$ cat src/sv/swdt_pkg.sv
// Package of types, constants and register codes for the sliding-window delete tracker.
`default_nettype none

package swdt_pkg;

  localparam int MAX_WINDOW    = 4096;
  localparam int RING_AW       = $clog2(MAX_WINDOW);
  localparam int CNT_W         = 13;
  localparam int TOT_W         = 40;
  localparam int KEY_W         = 16;
  localparam int TYPE_W        = 3;
  localparam int PROD_W        = TOT_W + CNT_W;
  localparam int CFG_IDX_W     = 4;
  localparam int CFG_DATA_W    = 40;

  localparam logic [KEY_W-1:0]  MIN_KEY_BYTES = KEY_W'(4);
  localparam logic [CNT_W-1:0]  MAX_WINDOW_CNT = CNT_W'(MAX_WINDOW);

  localparam logic [TYPE_W-1:0] ET_DELETE        = 3'd1;
  localparam logic [TYPE_W-1:0] ET_SINGLE_DELETE = 3'd2;

  localparam logic [CFG_IDX_W-1:0] REG_WINDOW_LEN       = 4'd0;
  localparam logic [CFG_IDX_W-1:0] REG_DELETE_THRESHOLD = 4'd1;
  localparam logic [CFG_IDX_W-1:0] REG_SIZE_THRESHOLD   = 4'd2;
  localparam logic [CFG_IDX_W-1:0] REG_COUNT_SINGLE     = 4'd3;

  typedef struct packed {
    logic [TYPE_W-1:0] entry_type;
    logic [KEY_W-1:0]  key_bytes;
    logic [TOT_W-1:0]  written_bytes;
  } in_item_t;

  typedef struct packed {
    logic [CNT_W-1:0] deletes_in_window;
    logic [CNT_W-1:0] max_deletes_seen;
    logic             need_compact;
  } out_item_t;

  typedef struct packed {
    logic [CNT_W-1:0] window;
    logic [CNT_W-1:0] delete_threshold;
    logic [TOT_W-1:0] size_threshold;
  } cfg_t;

  typedef struct packed {
    logic [CNT_W-1:0] window_count;
    logic [CNT_W-1:0] window_max;
    logic [TOT_W-1:0] entries_counted;
    logic [TOT_W-1:0] deletes_counted;
    logic [TOT_W-1:0] last_file_size;
  } snap_t;

endpackage

`default_nettype wire

$ cat src/sv/swdt_judge.sv
// Result pipeline: cross-multiplied ratio products, compaction decision and output register.
`default_nettype none

module swdt_judge
  import swdt_pkg::*;
(
  input  wire logic  clk,
  input  wire logic  rst,
  input  wire cfg_t  cfg,
  input  wire logic  take,
  input  wire snap_t snap_next,
  output logic       free,
  output logic       out_valid,
  input  wire logic  out_ready,
  output out_item_t  out_data
);

  logic              a_valid;
  snap_t             a_snap;
  logic              b_valid;
  logic [CNT_W-1:0]  b_count;
  logic [CNT_W-1:0]  b_max;
  logic              b_gate;
  logic              b_max_hit;
  logic              b_any;
  logic [PROD_W-1:0] b_del_prod;
  logic [PROD_W-1:0] b_thr_prod;

  logic o_free;
  logic b_free;
  logic a_free;
  logic a_move;
  logic b_move;

  assign o_free = !out_valid || out_ready;
  assign b_free = !b_valid || o_free;
  assign a_free = !a_valid || b_free;
  assign a_move = a_valid && b_free;
  assign b_move = b_valid && o_free;
  assign free   = a_free;

  always_ff @(posedge clk) begin
    if (rst) begin
      a_valid   <= 1'b0;
      b_valid   <= 1'b0;
      out_valid <= 1'b0;
    end else begin
      if (a_free) begin
        a_valid <= take;
      end
      if (b_free) begin
        b_valid <= a_valid;
      end
      if (o_free) begin
        out_valid <= b_valid;
      end
    end
  end

  always_ff @(posedge clk) begin
    if (take) begin
      a_snap <= snap_next;
    end
    if (a_move) begin
      b_count    <= a_snap.window_count;
      b_max      <= a_snap.window_max;
      b_gate     <= (cfg.delete_threshold != '0) && (cfg.window != '0) &&
                    (a_snap.last_file_size > cfg.size_threshold);
      b_max_hit  <= a_snap.window_max > cfg.delete_threshold;
      b_any      <= a_snap.entries_counted != '0;
      b_del_prod <= PROD_W'(a_snap.deletes_counted) * PROD_W'(cfg.window);
      b_thr_prod <= PROD_W'(cfg.delete_threshold) * PROD_W'(a_snap.entries_counted);
    end
    if (b_move) begin
      out_data.deletes_in_window <= b_count;
      out_data.max_deletes_seen  <= b_max;
      out_data.need_compact      <= b_gate &&
                                    (b_max_hit || (b_any && (b_del_prod > b_thr_prod)));
    end
  end

endmodule

`default_nettype wire

$ cat config.mk
export PLATFORM = sky130hd
export DESIGN_NAME = swdt_judge
export DESIGN_NICKNAME = d
export VERILOG_FILES = /design/src/sv/swdt_pkg.sv /design/src/sv/swdt_judge.sv
export SDC_FILE = /design/constraint.sdc
export NUM_CORES = 2
export LEC_CHECK = 0
export ABC_AREA = 1
export BUFFER_PORTS_ARGS = -buffer_cell sky130_fd_sc_hd__buf_2
export CORE_ASPECT_RATIO = 1.1
export CORE_MARGIN = 4
export CORE_UTILIZATION = 30
export CTS_CLUSTER_DIAMETER = 100
export DETAILED_ROUTE_END_ITERATION = 8
export PLACE_DENSITY_LB_ADDON = 0.12
export SLEW_MARGIN = 5
export SYNTH_ARGS = -nofsm -noshare
export SYNTH_HDL_FRONTEND = slang
export SYNTH_SLANG_ARGS = --single-unit
$ cat constraint.sdc
create_clock -name clk -period 5.08 [get_ports clk]
set_input_delay 0.254 -clock clk [delete_from_list [all_inputs] [get_ports clk]]
set_output_delay 0.254 -clock clk [all_outputs]
set_load 0.05 [all_outputs]
==> key figures <==
Run status
  – Status: finished, final reports clean

Die
  – Row count: 151
  – Die width: 385 um
  – Die area: 163000 um2
  – Num ports: 245
  – Die height: 423 um
  – Initial Util: 30.3%
  – Core Area: approximately 150000 um2

Clock tree
  – CTS tree: yes
  – Max H-tree Level: 2
  – Clock slew at reported path FFs: roughly 0.060 ns
  – Clk sinks: 311
  – CTS Root Cell: clkbuf_16
  – Clock Latency Late Sink: 0.64 ns
  – Clock Path Buffers: 3
  – Cts bufs inserted: 44

Critical path
  – CP Cell Sequence: buf_6 > nand2_2 > inv_2 > fa_1 > inv_1 > fa_1 > inv_2 > fa_1 > fa_1 > inv_1 > fa_1 > inv_2 > ha_4 > a21oi_4 > o21ai_2 > buf_4 > inv_1 > nand2_1 > nand2_2 > nand2_4 > nand2_2 > nand3_2 > nor2_1 > nor2_2
  – Crit path to: b_del_prod[39]$_DFFE_PP_
  – RR Endpoint: b_del_prod[39]$_DFFE_PP_
  – Max incr delay on CP: 0.57 ns
  – Critical path class: reg2reg
  – Crit end category: flop
  – CP max stage cell: fa_1
  – Worst R2R Setup Slack: 0.02 ns
  – R2R depth: 24
  – CP bufs+invs: 8
  – Reg-to-Reg Start: a_snap[52]$_DFFE_PP_
  – Total stage count of the critical path: 24
  – Worst endpoint data arrival time: 5.43 ns
  – CP startpoint kind: flop
  – Critical path's most frequent cell: fa_1
  – CP top delay family: adder cells
  – Setup crit start: a_snap[52]$_DFFE_PP_
  – Worst Path Max Fanout: 6
  – Worst Path Required: 5.45 ns

Yosys
  – Area share of the largest cell type after synthesis: 35.7%
  – Post-Syn Area: 46900 um2
  – Syn avg cell area: 8.31 um2
  – Sequential element share of the synthesized area: 19.9%
  – Synth top area cells: fa_1 (36%), edfxtp_1 (20%), inv_1 (13%)
  – Post-synthesis cell type count: 38
  – Largest area contributor in the netlist: fa_1
  – Mapped Nets: 6994
  – Yosys reg bits: 311
  – YS warnings: 0
  – Synthesized instance count: 5640
  – Main synth FF type: edfxtp_1
  – Most frequent cell after synthesis: inv_1
  – Top post-synthesis cells by count: inv_1 (1617), nand2_1 (1537), fa_1 (836)
  – Post-synth EDFFs: 308
  – Post-synth ARST share: 0%

GRT
  – Met3 usage: 1.65%
  – Met1 usage: around 22%
  – GR Layer Usage met2: 32.7%
  – Largest net degree at the start of global routing: 74
  – GRT Max-Usage Layer: met2
  – Global-route wire length before repair: 227 mm
  – Initial antenna violation count: 1
  – Grt total ovfl: 0
  – All-Layer GR Usage: 17.6%
  – Vias in the first global route: 41318

Layout
  – Area Growth Syn to Fin: 33.2%
  – Final layout net count: 7849
  – Ant. Diodes: 0
  – Layout cell share with drive strength beyond 1: 24.9%

Drt
  – Vias: 37458
  – DRT iter0 DRCs: roughly 1300
  – Remaining DRCs: 0
  – Routed WL: 141 mm
  – Remaining antenna violation count: 0
  – TritonRoute pass-1 iters: 5
  – Drt wl/cell: 16.4 um
  – Vias/cell: 4.36

STA
  – Endpoints failing hold: 0
  – Unrepaired setup endpoints after global routing: yes
  – Setup Skew: 0.0360 ns
  – Final Max Tran Viols: 0
  – Fin worst setup slack: slightly below 0.02 ns
  – Top achievable clock speed: roughly 200 MHz
  – Period Utilization, post-route: 99.6%
  – Final number of setup-violating endpoints: 0
  – Slew headroom: between 40% and 50%
  – Crit path time final: 5.06 ns
  – Slew @ Worst Pin: just under 0.8 ns

Place
  – Pre-CTS setup slack: -0.601 ns
  – Buffers on Ports: 244
  – GPL Wtd Cong: 0.872
  – Post-DP HPWL: 116 mm

Hold path
  – Worst hold-check path type: in2reg

Job
  – Max Cap Violations: 0
[layout make-up]
cell class                      instances  area (um2)
Clock buffer                           54        1150
Clock inverter                         27         256
Fill cell                           15826       92100
Inverter                             1620        6090
Multi-Input combinational cell       3499       34300
Sequential cell                       311        9310
Tap cell                             2065        2580
Timing Repair Buffer                 1019        8690
[registers in the layout, summed over array words and instances, names as in the netlist]
register    cells
out_data       27
b_max_hit       1
b_max          13
b_del_prod     53
b_gate          1
b_any           1
a_snap        146
b_count        13
out_valid       1
a_valid         1
b_thr_prod     53
b_valid         1
[cells in the final DEF, fill, tap and decap left out, types with 21 or more instances in the layout]
| cell | n |
|---|---|
| buf_4 | 480 |
| o21ai_0 | 31 |
| a21oi_4 | 36 |
| buf_2 | 244 |
| buf_12 | 83 |
| xor2_1 | 36 |
| ha_1 | 228 |
| a21oi_1 | 91 |
| nor2_2 | 53 |
| nand2_2 | 130 |
| o21ai_2 | 39 |
| nor2_1 | 98 |
| edfxtp_1 | 308 |
| ha_4 | 71 |
| nand4_1 | 42 |
| inv_2 | 73 |
| a21oi_2 | 69 |
| o21ai_4 | 21 |
| nand3_2 | 24 |
| nand3_1 | 66 |
| clkbuf_16 | 44 |
| fa_1 | 819 |
| nand2_1 | 1376 |
| inv_1 | 1544 |
| nor2_4 | 74 |
| buf_6 | 62 |
| nand2_4 | 41 |
| dlygate4sd3_1 | 150 |
[how the worst min path moves through the flow]
| stage | startpoint | endpoint | slack (ns) | depth (start not counted) |
|---|---|---|---|---|
| after global placement | a_snap[134]$_DFFE_PP_ | b_count[1]$_DFFE_PP_ | 0.40 | 0 |
| after floorplan | rst | a_valid$_SDFFE_PP0P_ | 0.32 | 1 |
| final | snap_next[86] | a_snap[86]$_DFFE_PP_ | 0.32 | 2 |
| after CTS | snap_next[98] | a_snap[98]$_DFFE_PP_ | 0.23 | 2 |
| after global routing | snap_next[86] | a_snap[86]$_DFFE_PP_ | 0.26 | 2 |
| after detailed placement | a_snap[133]$_DFFE_PP_ | b_count[0]$_DFFE_PP_ | 0.40 | 0 |
[stage by stage]
step / std cells / TNS [ns] / cell area [um2] / util [%] / hold slack, ns
after floorplan: 5640 / 0 / 46900 / - / 0.323
after global placement: 8306 / -24.56 / 55200 / 35.7 / 0.401
after detailed placement: 8306 / -23.83 / 55200 / 35.7 / 0.405
after CTS: 8552 / -0.359 / 59500 / 38.5 / 0.230
after global routing: 8595 / -5.94 / 62400 / 40.4 / 0.264
final: 8595 / 0 / 62400 / 40.4 / 0.320
[cells by family (layout without fill, tap and decap cells)]
family	count (synthesis)	after routing	synth area share [%]
and+or+nand+nor	1949	1949	16.5
adders and majority gates	1138	1138	43.8
AOI/OAI and AO/OA	349	349	4.05
DFF	311	311	19.9
buffers and inverters	1830	2720	14.7
xor gates and xnor gates	63	63	1.18
[timing repair]
item / in CTS / in global routing
endpoints found under the setup margin: 74 / 79
hold buffers: 150 / 0
gates resized for setup: 324 / 658
cloned: 0 / 1
setup buffers: 16 / 48
hold endpoints to repair: 168 / 0
pin swaps: 57 / 235
[per-layer routing]
layer / up-vias / wire length [um]
met1: 18818 / 60100
met5: - / 0
li1: 18090 / -
met3: 148 / 3330
met4: 0 / 2840
met2: 402 / 74500
Power is left out: the tool's default activity adds up to more than one toggle a clock period on the data nets, which glitch-free logic cannot reach.
